--- config.mk ---
export PLATFORM = sky130hd
export DESIGN_NAME = led_pattern_sequencer_flat
export DESIGN_NICKNAME = d
export VERILOG_FILES = /design/src/hw/rtl/lps_pkg.sv /design/src/hw/rtl/lps_in_if.sv /design/src/hw/rtl/lps_out_if.sv /design/src/hw/rtl/lps_cfg_if.sv /design/src/hw/rtl/lps_div.sv /design/src/hw/rtl/lps_core.sv /design/src/hw/rtl/led_pattern_sequencer.sv /design/src/flat_wrapper.sv
export SDC_FILE = /design/constraint.sdc
export NUM_CORES = 2
export LEC_CHECK = 0
export BUFFER_PORTS_ARGS = -buffer_cell sky130_fd_sc_hd__buf_4
export CAP_MARGIN = 20
export CORE_ASPECT_RATIO = 1.2
export CORE_MARGIN = 3
export CORE_UTILIZATION = 30
export CTS_BUF_LIST = sky130_fd_sc_hd__clkbuf_2 sky130_fd_sc_hd__clkbuf_4 sky130_fd_sc_hd__clkbuf_8
export DETAILED_ROUTE_END_ITERATION = 16
export PLACE_DENSITY_LB_ADDON = 0.1
export SYNTH_ARGS = -nofsm -noshare
export SYNTH_HDL_FRONTEND = slang
export SYNTH_SLANG_ARGS = --single-unit
--- constraint.sdc ---
create_clock -name clk -period 13.34 [get_ports clk]
set_input_delay 2.001 -clock clk [delete_from_list [all_inputs] [get_ports clk]]
set_output_delay 2.001 -clock clk [all_outputs]
set_load 0.1 [all_outputs]
--- src/hw/rtl/lps_pkg.sv ---
package lps_pkg;

  localparam int COUNT_BITS_DEF = 32;
  localparam int NUM_LIGHTS     = 6;
  localparam int LEVEL_W        = 7;
  localparam int DELTA_W        = 16;
  localparam int RND_W          = 15;
  localparam int MODE_W         = 3;
  localparam int DIVISOR_W      = 20;
  localparam int CFG_IDX_W      = 3;
  localparam int CFG_DATA_W     = 20;

  localparam logic [MODE_W-1:0] MODE_CHASE   = 3'd0;
  localparam logic [MODE_W-1:0] MODE_PULSE   = 3'd1;
  localparam logic [MODE_W-1:0] MODE_EVENODD = 3'd2;
  localparam logic [MODE_W-1:0] MODE_CHASE2  = 3'd3;
  localparam logic [MODE_W-1:0] MODE_POP     = 3'd4;
  localparam logic [MODE_W-1:0] MODE_IDLE    = 3'd5;
  localparam logic [MODE_W-1:0] MODE_FADE    = 3'd6;
  localparam logic [MODE_W-1:0] MODE_RESET   = 3'd7;

  localparam logic [2:0] NO_LIGHT = 3'd7;

  localparam logic [CFG_IDX_W-1:0] REG_FADE_TIME    = 3'd0;
  localparam logic [CFG_IDX_W-1:0] REG_IDLE_MAX     = 3'd1;
  localparam logic [CFG_IDX_W-1:0] REG_CHASE_CYCLE  = 3'd2;
  localparam logic [CFG_IDX_W-1:0] REG_PULSE_CYCLE  = 3'd3;
  localparam logic [CFG_IDX_W-1:0] REG_EVENODD      = 3'd4;
  localparam logic [CFG_IDX_W-1:0] REG_CHASE2_CYCLE = 3'd5;
  localparam logic [CFG_IDX_W-1:0] REG_POP_PULSE    = 3'd6;
  localparam logic [CFG_IDX_W-1:0] REG_LONG_TIMEOUT = 3'd7;

  typedef struct packed {
    logic [15:0] fade_time_ms;
    logic [7:0]  idle_max_seconds;
    logic [15:0] chase_cycle_ms;
    logic [15:0] pulse_cycle_ms;
    logic [15:0] even_odd_cycle_ms;
    logic [15:0] chase2_cycle_ms;
    logic [15:0] pop_pulse_ms;
    logic [19:0] long_timeout_ms;
  } cfg_t;

  localparam cfg_t CFG_RESET = '{
    fade_time_ms:      16'd3000,
    idle_max_seconds:  8'd30,
    chase_cycle_ms:    16'd1000,
    pulse_cycle_ms:    16'd1000,
    even_odd_cycle_ms: 16'd2000,
    chase2_cycle_ms:   16'd5000,
    pop_pulse_ms:      16'd500,
    long_timeout_ms:   20'd20000
  };

  // 100 - |100 - x|, x in 0..200
  function automatic logic [LEVEL_W-1:0] tri_level(input logic [8:0] x);
    logic [8:0] d;
    d = 9'd200 - x;
    return (x > 9'd100) ? d[LEVEL_W-1:0] : x[LEVEL_W-1:0];
  endfunction

endpackage

--- src/hw/rtl/lps_in_if.sv ---
interface lps_in_if;
  logic                      valid;
  logic                      ready;
  logic [lps_pkg::DELTA_W-1:0] step_ms;
  logic [lps_pkg::RND_W-1:0]   random_word;

  modport source (output valid, output step_ms, output random_word, input ready);
  modport sink   (input valid, input step_ms, input random_word, output ready);
endinterface

--- src/hw/rtl/lps_out_if.sv ---
interface lps_out_if;
  logic                        valid;
  logic                        ready;
  logic [lps_pkg::LEVEL_W-1:0] level_0;
  logic [lps_pkg::LEVEL_W-1:0] level_1;
  logic [lps_pkg::LEVEL_W-1:0] level_2;
  logic [lps_pkg::LEVEL_W-1:0] level_3;
  logic [lps_pkg::LEVEL_W-1:0] level_4;
  logic [lps_pkg::LEVEL_W-1:0] level_5;
  logic [lps_pkg::MODE_W-1:0]  pattern_mode;

  modport source (output valid, output level_0, output level_1, output level_2,
                  output level_3, output level_4, output level_5,
                  output pattern_mode, input ready);
  modport sink   (input valid, input level_0, input level_1, input level_2,
                  input level_3, input level_4, input level_5,
                  input pattern_mode, output ready);
endinterface

--- src/hw/rtl/lps_cfg_if.sv ---
interface lps_cfg_if;
  logic                           valid;
  logic                           ready;
  logic [lps_pkg::CFG_IDX_W-1:0]  index;
  logic [lps_pkg::CFG_DATA_W-1:0] data;

  modport source (output valid, output index, output data, input ready);
  modport sink   (input valid, input index, input data, output ready);
endinterface

--- src/hw/rtl/lps_div.sv ---
// Restoring divider, one quotient bit per cycle. Divisor must be nonzero.
module lps_div #(
  parameter int DW = lps_pkg::COUNT_BITS_DEF + 16
) (
  input  logic                            clk,
  input  logic                            rst,
  input  logic                            go,
  input  logic [DW-1:0]                   dividend,
  input  logic [lps_pkg::DIVISOR_W-1:0]   divisor,
  output logic                            done,
  output logic [DW-1:0]                   quotient,
  output logic [lps_pkg::DIVISOR_W-1:0]   remainder
);
  localparam int VW = lps_pkg::DIVISOR_W;
  localparam int CW = $clog2(DW);

  logic [VW-1:0] acc;
  logic [DW-1:0] quo;
  logic [VW-1:0] dvs;
  logic [CW-1:0] cnt;
  logic          busy;
  logic [VW:0]   trial;
  logic          ge;
  logic [VW:0]   diff;

  assign trial = {acc, quo[DW-1]};
  assign ge    = trial >= {1'b0, dvs};
  assign diff  = trial - {1'b0, dvs};

  always_ff @(posedge clk) begin
    if (rst) begin
      busy <= 1'b0;
      done <= 1'b0;
      cnt  <= '0;
    end else begin
      done <= 1'b0;
      if (go) begin
        busy <= 1'b1;
        acc  <= '0;
        quo  <= dividend;
        dvs  <= divisor;
        cnt  <= '0;
      end else if (busy) begin
        acc <= ge ? diff[VW-1:0] : trial[VW-1:0];
        quo <= {quo[DW-2:0], ge};
        cnt <= cnt + 1'b1;
        if (cnt == CW'(DW - 1)) begin
          busy <= 1'b0;
          done <= 1'b1;
        end
      end
    end
  end

  assign quotient  = quo;
  assign remainder = acc;
endmodule

--- src/hw/rtl/lps_core.sv ---
module lps_core #(
  parameter int COUNT_BITS = lps_pkg::COUNT_BITS_DEF
) (
  input  logic          clk,
  input  logic          rst,
  input  lps_pkg::cfg_t cfg_regs,
  lps_in_if.sink        tick,
  lps_out_if.source     result
);
  localparam int CB = COUNT_BITS;
  localparam int DW = COUNT_BITS + 16;
  localparam int VW = lps_pkg::DIVISOR_W;
  localparam int LW = lps_pkg::LEVEL_W;

  localparam logic [15:0] RECIP_5 = 16'd52429;
  localparam logic [15:0] RECIP_6 = 16'd43691;

  typedef enum logic [17:0] {
    ST_IDLE     = 18'h00001,
    ST_DISPATCH = 18'h00002,
    ST_MUL      = 18'h00004,
    ST_SHRINK   = 18'h00008,
    ST_CH_R     = 18'h00010,
    ST_CH_P     = 18'h00020,
    ST_PU_R     = 18'h00040,
    ST_PU_Q     = 18'h00080,
    ST_EO_R     = 18'h00100,
    ST_SH_R     = 18'h00200,
    ST_C2_CYC   = 18'h00400,
    ST_C2_CUR   = 18'h00800,
    ST_C2_M     = 18'h01000,
    ST_C2_PCT   = 18'h02000,
    ST_POP_Q    = 18'h04000,
    ST_FD_R     = 18'h08000,
    ST_RS_R     = 18'h10000,
    ST_OUT      = 18'h20000
  } state_t;

  state_t        state;
  logic [CB-1:0] elapsed;
  logic [CB-1:0] pop_start;
  logic [2:0]    mode;
  logic [2:0]    pending;
  logic [17:0]   idle_delay;
  logic [2:0]    pop_light;
  logic [LW-1:0] levels [lps_pkg::NUM_LIGHTS];
  logic          done_flag;
  logic          fade_done;
  logic [lps_pkg::RND_W-1:0] rnd;
  logic [DW-1:0] prod;
  logic [15:0]   per_s;
  logic [15:0]   step;
  logic [15:0]   cyc;
  logic [2:0]    cur;
  logic [2:0]    rnd_mod5;
  logic [2:0]    rnd_mod6;

  logic          div_go;
  logic [DW-1:0] div_a;
  logic [VW-1:0] div_b;
  logic          div_done;
  logic [DW-1:0] div_q;
  logic [VW-1:0] div_r;

  logic [VW-1:0] per_chase, per_pulse, per_eo, half_eo, per_fade, per_long, per_idle;
  logic [15:0]   base;
  logic [CB-1:0] pt;
  logic [DW-1:0] cut;
  logic [CB-1:0] long_ext;

  function automatic logic [VW-1:0] at_least_one(input logic [VW-1:0] v);
    return (v == '0) ? VW'(1) : v;
  endfunction

  // x / 5 and x / 6 by reciprocal multiply, exact for any 16-bit x
  function automatic logic [15:0] div_const(input logic [15:0] x, input logic [15:0] recip);
    logic [31:0] p;
    p = 32'(x) * 32'(recip);
    return 16'(p[31:18]);
  endfunction

  function automatic logic [LW-1:0] chase_level(input logic [6:0] pct, input logic [2:0] i);
    logic [8:0] s;
    s = 9'd200 + 9'(pct) - 9'(i) * 9'd17;
    if (s >= 9'd200) s = s - 9'd200;
    else if (s >= 9'd100) s = s - 9'd100;
    return lps_pkg::tri_level({s[7:0], 1'b0});
  endfunction

  assign per_chase = at_least_one(VW'(cfg_regs.chase_cycle_ms));
  assign per_pulse = at_least_one(VW'(cfg_regs.pulse_cycle_ms));
  assign per_eo    = at_least_one(VW'(cfg_regs.even_odd_cycle_ms));
  assign half_eo   = at_least_one({1'b0, per_eo[VW-1:1]});
  assign per_fade  = at_least_one(VW'(cfg_regs.fade_time_ms));
  assign per_long  = at_least_one(cfg_regs.long_timeout_ms);
  assign per_idle  = at_least_one(VW'(cfg_regs.idle_max_seconds));
  assign base      = (mode == lps_pkg::MODE_CHASE2) ? cfg_regs.chase2_cycle_ms
                                                    : cfg_regs.pop_pulse_ms;
  assign pt        = elapsed - pop_start;
  assign cut       = div_q;
  assign long_ext  = CB'(cfg_regs.long_timeout_ms);
  assign rnd_mod5  = 3'(16'(rnd) - div_const(16'(rnd), RECIP_5) * 16'd5);
  assign rnd_mod6  = 3'(16'(rnd) - div_const(16'(rnd), RECIP_6) * 16'd6);

  lps_div #(.DW(DW)) u_div (
    .clk       (clk),
    .rst       (rst),
    .go        (div_go),
    .dividend  (div_a),
    .divisor   (div_b),
    .done      (div_done),
    .quotient  (div_q),
    .remainder (div_r)
  );

  assign tick.ready = (state == ST_IDLE);

  always_ff @(posedge clk) begin
    if (rst) begin
      state        <= ST_IDLE;
      elapsed      <= '0;
      pop_start    <= '0;
      mode         <= lps_pkg::MODE_RESET;
      pending      <= '0;
      idle_delay   <= '0;
      pop_light    <= lps_pkg::NO_LIGHT;
      done_flag    <= 1'b0;
      fade_done    <= 1'b0;
      div_go       <= 1'b0;
      result.valid <= 1'b0;
      for (int i = 0; i < lps_pkg::NUM_LIGHTS; i++) levels[i] <= '0;
    end else begin
      logic go_n;
      go_n = 1'b0;
      // in ST_OUT a taken result is always replaced by the new one
      if (result.valid && result.ready && state != ST_OUT) result.valid <= 1'b0;

      unique case (state)
        ST_IDLE: begin
          if (tick.valid) begin
            elapsed <= elapsed + CB'(tick.step_ms);
            rnd     <= tick.random_word;
            state   <= ST_DISPATCH;
          end
        end

        ST_DISPATCH: begin
          unique case (mode)
            lps_pkg::MODE_CHASE: begin
              done_flag <= elapsed > long_ext;
              go_n = 1'b1; div_a <= DW'(elapsed); div_b <= per_chase;
              state <= ST_CH_R;
            end
            lps_pkg::MODE_PULSE: begin
              done_flag <= elapsed > CB'(4000);
              go_n = 1'b1; div_a <= DW'(elapsed); div_b <= per_pulse;
              state <= ST_PU_R;
            end
            lps_pkg::MODE_EVENODD: begin
              done_flag <= elapsed > long_ext;
              go_n = 1'b1; div_a <= DW'(elapsed); div_b <= per_eo;
              state <= ST_EO_R;
            end
            lps_pkg::MODE_CHASE2: begin
              done_flag <= elapsed > long_ext;
              state <= ST_MUL;
            end
            lps_pkg::MODE_POP: begin
              done_flag <= elapsed > long_ext;
              if (pop_light == lps_pkg::NO_LIGHT) begin
                pop_start <= elapsed;
                pop_light <= rnd_mod6;
                for (int i = 0; i < lps_pkg::NUM_LIGHTS; i++) levels[i] <= '0;
              end
              state <= ST_MUL;
            end
            lps_pkg::MODE_IDLE: begin
              if (elapsed > CB'(idle_delay)) begin
                elapsed <= '0;
                pending <= rnd_mod5;
                mode    <= lps_pkg::MODE_FADE;
              end
              state <= ST_OUT;
            end
            lps_pkg::MODE_FADE: begin
              fade_done <= elapsed > CB'(cfg_regs.fade_time_ms);
              go_n = 1'b1; div_a <= DW'(elapsed) * DW'(100); div_b <= per_fade;
              state <= ST_FD_R;
            end
            lps_pkg::MODE_RESET: begin
              for (int i = 0; i < lps_pkg::NUM_LIGHTS; i++) levels[i] <= LW'(100);
              elapsed <= '0;
              go_n = 1'b1; div_a <= DW'(rnd); div_b <= per_idle;
              state <= ST_RS_R;
            end
          endcase
        end

        ST_MUL: begin
          prod  <= DW'(base) * DW'(elapsed);
          state <= ST_SHRINK;
        end

        ST_SHRINK: begin
          go_n = 1'b1; div_a <= prod; div_b <= per_long;
          state <= ST_SH_R;
        end

        ST_SH_R: begin
          if (div_done) begin
            logic [15:0] ps;
            ps = (cut >= DW'(base)) ? 16'd0 : (base - cut[15:0]);
            per_s <= ps;
            if (mode == lps_pkg::MODE_CHASE2) begin
              for (int i = 0; i < lps_pkg::NUM_LIGHTS; i++) levels[i] <= '0;
              go_n = 1'b1; div_a <= DW'(elapsed); div_b <= VW'(ps);
              state <= ST_C2_CYC;
            end else if (ps == 16'd0 || pt > CB'(ps)) begin
              pop_light <= lps_pkg::NO_LIGHT;
              state     <= ST_OUT;
            end else if (pop_light < 3'd6) begin
              go_n = 1'b1; div_a <= DW'(pt[15:0]) * DW'(200); div_b <= VW'(ps);
              state <= ST_POP_Q;
            end else begin
              state <= ST_OUT;
            end
          end
        end

        ST_POP_Q: begin
          if (div_done) begin
            levels[pop_light] <= lps_pkg::tri_level(div_q[8:0]);
            state <= ST_OUT;
          end
        end

        // step = period / 6 settles long before the division ends;
        // a zero step leaves all lights dark
        ST_C2_CYC: begin
          step <= div_const(per_s, RECIP_6);
          if (div_done) begin
            if (step == 16'd0) begin
              state <= ST_OUT;
            end else begin
              cyc <= div_r[15:0];
              go_n = 1'b1; div_a <= DW'(div_r[15:0]) * DW'(6); div_b <= VW'(per_s);
              state <= ST_C2_CUR;
            end
          end
        end

        ST_C2_CUR: begin
          if (div_done) begin
            cur <= div_q[2:0];
            go_n = 1'b1; div_a <= DW'(cyc); div_b <= VW'(step);
            state <= ST_C2_M;
          end
        end

        ST_C2_M: begin
          if (div_done) begin
            go_n = 1'b1; div_a <= DW'(div_r[15:0]) * DW'(100); div_b <= VW'(step);
            state <= ST_C2_PCT;
          end
        end

        ST_C2_PCT: begin
          if (div_done) begin
            levels[cur] <= lps_pkg::tri_level({div_q[7:0], 1'b0});
            state <= ST_OUT;
          end
        end

        ST_CH_R: begin
          if (div_done) begin
            go_n = 1'b1; div_a <= DW'(div_r[15:0]) * DW'(100); div_b <= per_chase;
            state <= ST_CH_P;
          end
        end

        ST_CH_P: begin
          if (div_done) begin
            for (int i = 0; i < lps_pkg::NUM_LIGHTS; i++)
              levels[i] <= chase_level(div_q[6:0], 3'(i));
            state <= ST_OUT;
          end
        end

        ST_PU_R: begin
          if (div_done) begin
            go_n = 1'b1; div_a <= DW'(div_r[15:0]) * DW'(200); div_b <= per_pulse;
            state <= ST_PU_Q;
          end
        end

        ST_PU_Q: begin
          if (div_done) begin
            for (int i = 0; i < lps_pkg::NUM_LIGHTS; i++)
              levels[i] <= lps_pkg::tri_level(div_q[8:0]);
            state <= ST_OUT;
          end
        end

        ST_EO_R: begin
          if (div_done) begin
            for (int i = 0; i < lps_pkg::NUM_LIGHTS; i++)
              levels[i] <= ((i % 2 == 1) == (div_r >= half_eo)) ? LW'(100) : LW'(0);
            state <= ST_OUT;
          end
        end

        ST_FD_R: begin
          if (div_done) begin
            for (int i = 0; i < lps_pkg::NUM_LIGHTS; i++)
              levels[i] <= (div_q >= DW'(100)) ? LW'(0) : (LW'(100) - div_q[LW-1:0]);
            if (fade_done) begin
              elapsed <= '0;
              mode    <= pending;
            end
            state <= ST_OUT;
          end
        end

        ST_RS_R: begin
          if (div_done) begin
            idle_delay <= (18'(div_r[7:0]) + 18'd1) * 18'd1000;
            mode       <= lps_pkg::MODE_IDLE;
            state      <= ST_OUT;
          end
        end

        ST_OUT: begin
          if (!result.valid || result.ready) begin
            if (done_flag) begin
              elapsed   <= '0;
              mode      <= lps_pkg::MODE_RESET;
              pop_light <= lps_pkg::NO_LIGHT;
            end
            result.valid        <= 1'b1;
            result.level_0      <= levels[0];
            result.level_1      <= levels[1];
            result.level_2      <= levels[2];
            result.level_3      <= levels[3];
            result.level_4      <= levels[4];
            result.level_5      <= levels[5];
            result.pattern_mode <= done_flag ? lps_pkg::MODE_RESET : mode;
            done_flag           <= 1'b0;
            state               <= ST_IDLE;
          end
        end
      endcase

      div_go <= go_n;
    end
  end
endmodule

--- src/hw/rtl/led_pattern_sequencer.sv ---
// Channel | Dir | Payload                                   | Handshake
// tick    | in  | step_ms[15:0], random_word[14:0]          | valid/ready
// result  | out | level_0..level_5[6:0], pattern_mode[2:0]  | valid/ready
// cfg     | in  | index[2:0], data[19:0]                    | valid/ready (always ready)
//
// Every division goes through the shared one-bit-per-cycle divider. Idle mode uses no
// division; reset, fadeout and even/odd use one, chase and pulse two, pop two (one
// when a pulse ends) and the accelerating chase five. tick.ready is low while a tick
// is being worked on. A finished result sits in an output register, so the next tick
// is taken while it waits; a result still held when the next one is done stalls the
// core in its output state until the result is taken.
// Synchronous active-high rst restores the register defaults and reset mode.
module led_pattern_sequencer #(
  parameter int COUNT_BITS = lps_pkg::COUNT_BITS_DEF
) (
  input  logic      clk,
  input  logic      rst,
  lps_in_if.sink    tick,
  lps_out_if.source result,
  lps_cfg_if.sink   cfg
);
  lps_pkg::cfg_t cfg_regs;

  assign cfg.ready = 1'b1;

  always_ff @(posedge clk) begin
    if (rst) begin
      cfg_regs <= lps_pkg::CFG_RESET;
    end else if (cfg.valid) begin
      unique case (cfg.index)
        lps_pkg::REG_FADE_TIME:    cfg_regs.fade_time_ms      <= cfg.data[15:0];
        lps_pkg::REG_IDLE_MAX:     cfg_regs.idle_max_seconds  <= cfg.data[7:0];
        lps_pkg::REG_CHASE_CYCLE:  cfg_regs.chase_cycle_ms    <= cfg.data[15:0];
        lps_pkg::REG_PULSE_CYCLE:  cfg_regs.pulse_cycle_ms    <= cfg.data[15:0];
        lps_pkg::REG_EVENODD:      cfg_regs.even_odd_cycle_ms <= cfg.data[15:0];
        lps_pkg::REG_CHASE2_CYCLE: cfg_regs.chase2_cycle_ms   <= cfg.data[15:0];
        lps_pkg::REG_POP_PULSE:    cfg_regs.pop_pulse_ms      <= cfg.data[15:0];
        lps_pkg::REG_LONG_TIMEOUT: cfg_regs.long_timeout_ms   <= cfg.data[19:0];
      endcase
    end
  end

  lps_core #(.COUNT_BITS(COUNT_BITS)) u_core (
    .clk      (clk),
    .rst      (rst),
    .cfg_regs (cfg_regs),
    .tick     (tick),
    .result   (result)
  );
endmodule
--- src/flat_wrapper.sv ---
// flat-port wrapper written by rule: the top's interface ports become plain ports
module led_pattern_sequencer_flat 
#(
  parameter int COUNT_BITS = lps_pkg::COUNT_BITS_DEF
)
  (clk, rst, tick_valid, tick_step_ms, tick_random_word, tick_ready, result_valid, result_level_0, result_level_1, result_level_2, result_level_3, result_level_4, result_level_5, result_pattern_mode, result_ready, cfg_valid, cfg_index, cfg_data, cfg_ready);
  lps_in_if tick_i ();
  lps_out_if result_i ();
  lps_cfg_if cfg_i ();
  input  logic clk;
  input  logic rst;
  input wire logic [$bits(tick_i.valid)-1:0] tick_valid;
  input wire logic [$bits(tick_i.step_ms)-1:0] tick_step_ms;
  input wire logic [$bits(tick_i.random_word)-1:0] tick_random_word;
  output wire logic [$bits(tick_i.ready)-1:0] tick_ready;
  output wire logic [$bits(result_i.valid)-1:0] result_valid;
  output wire logic [$bits(result_i.level_0)-1:0] result_level_0;
  output wire logic [$bits(result_i.level_1)-1:0] result_level_1;
  output wire logic [$bits(result_i.level_2)-1:0] result_level_2;
  output wire logic [$bits(result_i.level_3)-1:0] result_level_3;
  output wire logic [$bits(result_i.level_4)-1:0] result_level_4;
  output wire logic [$bits(result_i.level_5)-1:0] result_level_5;
  output wire logic [$bits(result_i.pattern_mode)-1:0] result_pattern_mode;
  input wire logic [$bits(result_i.ready)-1:0] result_ready;
  input wire logic [$bits(cfg_i.valid)-1:0] cfg_valid;
  input wire logic [$bits(cfg_i.index)-1:0] cfg_index;
  input wire logic [$bits(cfg_i.data)-1:0] cfg_data;
  output wire logic [$bits(cfg_i.ready)-1:0] cfg_ready;
  assign tick_i.valid = tick_valid;
  assign tick_i.step_ms = tick_step_ms;
  assign tick_i.random_word = tick_random_word;
  assign tick_ready = tick_i.ready;
  assign result_valid = result_i.valid;
  assign result_level_0 = result_i.level_0;
  assign result_level_1 = result_i.level_1;
  assign result_level_2 = result_i.level_2;
  assign result_level_3 = result_i.level_3;
  assign result_level_4 = result_i.level_4;
  assign result_level_5 = result_i.level_5;
  assign result_pattern_mode = result_i.pattern_mode;
  assign result_i.ready = result_ready;
  assign cfg_i.valid = cfg_valid;
  assign cfg_i.index = cfg_index;
  assign cfg_i.data = cfg_data;
  assign cfg_ready = cfg_i.ready;
  led_pattern_sequencer #(.COUNT_BITS(COUNT_BITS)) u_core (.clk(clk), .rst(rst), .tick(tick_i), .result(result_i), .cfg(cfg_i));
endmodule
==> results by group <==
Routing
  – Drt via density: 5.17
  – Residual DRC: 0
  – Iteration-0 DRC Markers: 3644
  – Routed Antenna Nets: 0
  – 1st-pass router iterations: 9
  – Final WL: 271000 um
  – WL/cell: 25.3 um
  – Vias: 55.5k

Global route
  – Global route total overflow: 0
  – First-pass GRT wire length: 399000 um
  – Met1 usage: 29.2%
  – Busiest grt layer: met2
  – Total GRT Usage: 23.1%
  – Largest net degree at the start of global routing: 69
  – Initial antenna violation count: 10
  – Grt met3 use: 2.69%
  – M2 GR Usage: 39.9%
  – Vias in the first global route: 58.4k

Power
  – Peak VDD IR: 0.214 mV
  – Power density cells: 144 mW/mm^2
  – Cell leakage power: 0.0342 uW

Timing
  – Final count of negative-setup-slack endpoints: 0
  – Max Slew Vio Count: 0
  – Slew @ Worst Pin: 1180 ps
  – Slew headroom: 21.0%
  – Crit path time final: 10260 ps
  – F_max: 97.5 MHz
  – Post-Route Skew: 108 ps
  – Final hold viol count: 0
  – Final WS setup: 3080 ps
  – RSZ-0062 raised after global routing: false
  – Setup TNS: 0 ps
  – Final Cycle Share: 76.9%

Min path
  – WHS Endpoint: result_level_0[1]$_DFFE_PP_
  – WHS Path Cells: 0
  – Min-delay src: u_core.u_core.levels[0][1]$_DFFE_PP_
  – Hold WC Path Type: reg -> reg

Floorplan
  – Die Y-Extent: 529 um
  – Initial Util: 30.2%
  – Die Wd: 442 um
  – Die area: 0.234 mm^2
  – Core Region: 0.226 mm^2
  – Cell Rows: 191
  – Num ports: 107

Placement
  – Placer Congestion: 0.924
  – HPWL after DPL: 214000 um
  – Placed cells: 10.5k
  – Dpl ws: 3220 ps
  – Port-buffer cells: 105

Clocking
  – CTS root buf: clkbuf_8
  – Post-CTS setup buffer count: 0
  – TritonCTS clock tree: built
  – Clk Latency, worst-skew pair: 930 ps
  – TritonCTS Buffers: 115
  – H-tree levels: 3
  – CTS Sinks: 597
  – Hold-fix buffer count after cts: 0
  – Deepest clock path buffer count: 3
  – Clk pin slew, worst setup/hold paths: 70 ps
  – PostCTS Resize Cnt: 0

Worst setup path
  – Setup crit start kind: register
  – Largest stage delay on the critical path: 800 ps
  – Flop-to-flop setup slack: 3080 ps
  – Reg2reg path depth: 29
  – Most Frequent Cell on Critical Path: fa_1
  – CP arrival: 10880 ps
  – CP max FO: 22
  – FF-to-FF End: u_core.u_core.prod[47]$_DFFE_PP_
  – Worst reg2reg path startpoint: u_core.u_core.mode[1]$_SDFFE_PP1P_
  – CP max-delay cell: dfxtp_1
  – Crit Path Category: reg -> reg
  – Data required, critical path: 13970 ps
  – CP Capture Type: register

Final layout
  – Final #Nets: 9256
  – Final Non-Filler Cells: 10.7k
  – Share of cells above drive strength 1: 7.81%
  – Layout fillers: 23.8k
  – Area growth, synth to finish: 10.7%

Yosys
  – Yosys warning count: 0
  – Xor and xnor area share after synthesis: 4.24%
  – Largest cells by area after synthesis: fa_1 (20%), ha_1 (16%), edfxtp_1 (16%), dfxtp_1 (7.1%), inv_1 (6.5%)
  – Yosys top cell by area: fa_1
  – Synth Area in Compound Gates: 13.6%
  – Yosys reg bits: 597
  – Main combinational cell family by area after synthesis: adder cells
  – Leading register cell type out of synthesis: edfxtp_1
  – Post-synthesis mux area share: 1.17%
  – Adder-Cell Fraction of Synth Area: 36.1%
  – Number of synthesized flops with an enable pin: 355
  – Synth Area in Simple Gates: 14.0%
  – Synth unique cells: 100
  – Post-Syn Area: 0.0683 mm^2
  – Share of flip-flops with an asynchronous set or reset: 0%
  – Mapped Cells: 7569
  – Sequential fraction of the synthesis area: 22.7%
  – Post-synth top area share: 20.2%
  – Avg Cell Area, Syn: 9.03 um^2
  – Syn nets: 9182

Job
  – Number of max-cap violations: 0

Outcome
  – Status: finished, final reports clean
[synthesized netlist by cell type (all sizes together) (63+ instances only)]
cell	count
inv	1190
nand2	953
ha	864
fa	690
nor2	503
a21oi	399
edfxtp	355
o21ai	286
clkbuf	249
dfxtp	242
xnor2	226
nand3	117
a21o	108
xor2	99
nand2b	72
nor3	72
nand4	63
[worst max-delay path by stage]
stage,start,end,slack (ps),cells past startpoint
finish,u_core.u_core.mode[1]$_SDFFE_PP1P_,u_core.u_core.prod[47]$_DFFE_PP_,3080,29
global route,u_core.u_core.mode[1]$_SDFFE_PP1P_,u_core.u_core.prod[47]$_DFFE_PP_,2420,30
CTS,u_core.u_core.mode[1]$_SDFFE_PP1P_,u_core.u_core.prod[47]$_DFFE_PP_,3130,29
detailed placement,u_core.u_core.mode[1]$_SDFFE_PP1P_,u_core.u_core.prod[47]$_DFFE_PP_,3220,29
global placement,u_core.u_core.mode[1]$_SDFFE_PP1P_,u_core.u_core.prod[47]$_DFFE_PP_,3000,31
floorplan,u_core.u_core.mode[0]$_SDFFE_PP1P_,u_core.u_core.div_a[0]$_DFFE_PP_,3300,31
[stage by stage]
stage                     cell area (um^2)  hold slack (ps)  power [uW]  utilization [%]
after global placement               72900              402        8690             32.2
after floorplan                      68300              400        6670                -
final                                75600              371       10900             33.5
after global routing                 75600              376       11900             33.5
after CTS                            75600              354       11000             33.4
after detailed placement             72900              405        8730             32.2
[layout make-up]
cell class                      instances  area [um^2]  share of cell area [%]
Tap cell                             2991         3740                    4.95
Sequential cell                       597        15500                    20.5
Timing Repair Buffer                  251         1910                    2.52
Clock inverter                         60          683                   0.903
Clock buffer                          157         2020                    2.67
Inverter                             1198         4500                    5.95
Antenna cell                            3         7.51                 0.00993
Multi-Input combinational cell       5480        47300                    62.5
[sequential cells by signal, summed over array words and instances, names as in the netlist, 14 cells and up]
register and cells:
u_core.cfg_regs 124, u_core.u_core.div_a 48, u_core.u_core.prod 48, u_core.u_core.u_div.quotient 48, u_core.u_core.levels 42, u_core.u_core.elapsed 32
u_core.u_core.pop_start 32, u_core.u_core.div_b 20, u_core.u_core.u_div.dvs 20, u_core.u_core.u_div.remainder 20, u_core.u_core.state 18, u_core.u_core.cyc 16
u_core.u_core.per_s 16, u_core.u_core.idle_delay 15, u_core.u_core.rnd 15, u_core.u_core.step 14
[worst max-delay path, delay by kind of cell, from the launching register on]
kind	cells	cell delay, ps
adder cells (fa/ha/maj)	7	3370
flip-flops	1	800
XOR/XNOR	1	80
buffers and inverters	6	1740
AO/OA/AOI/OAI	10	2660
AND/OR/NAND/NOR	5	1210
[cells in the final DEF (no fill, tap or decap), types with 134 or more instances in the layout]
| cell type | netlist | final |
|---|---|---|
| a21oi_1 | 399 | 399 |
| buf_4 | 2 | 249 |
| clkbuf_8 | 0 | 134 |
| dfxtp_1 | 242 | 239 |
| edfxtp_1 | 355 | 355 |
| fa_1 | 690 | 690 |
| ha_1 | 864 | 864 |
| inv_1 | 1185 | 1184 |
| nand2_1 | 953 | 953 |
| nor2_1 | 501 | 495 |
| o21ai_0 | 281 | 280 |
| xnor2_1 | 223 | 223 |
[power breakdown]
group,internal (uW),leakage (uW),switching (uW)
sequential,2050,0.00531,83.5
combinational,2470,0.0275,4120
clock,1210,0.00142,975
total,5740,0.0342,5180
[metal layers]
| layer | up-vias | part of all wire (%) | routed length, um |
|---|---|---|---|
| li1 | 25600 | - | - |
| met1 | 28000 | 43 | 116000 |
| met2 | 1508 | 48 | 130000 |
| met3 | 437 | 4.6 | 12400 |
| met4 | 0 | 4.6 | 12500 |
| met5 | - | 0 | 0 |
[logic make-up (layout without fill, tap and decap cells)]
logic type	Yosys count	in the layout
AOI/OAI and AO/OA	1410	1410
xor gates and xnor gates	325	325
adders and majority gates	1555	1555
buffers and inverters	1492	1666
DFF	597	597
muxes	74	74
other	1	4
and+or+nand+nor	2115	2115
No activity file was read; power rests on OpenSTA's default activity.
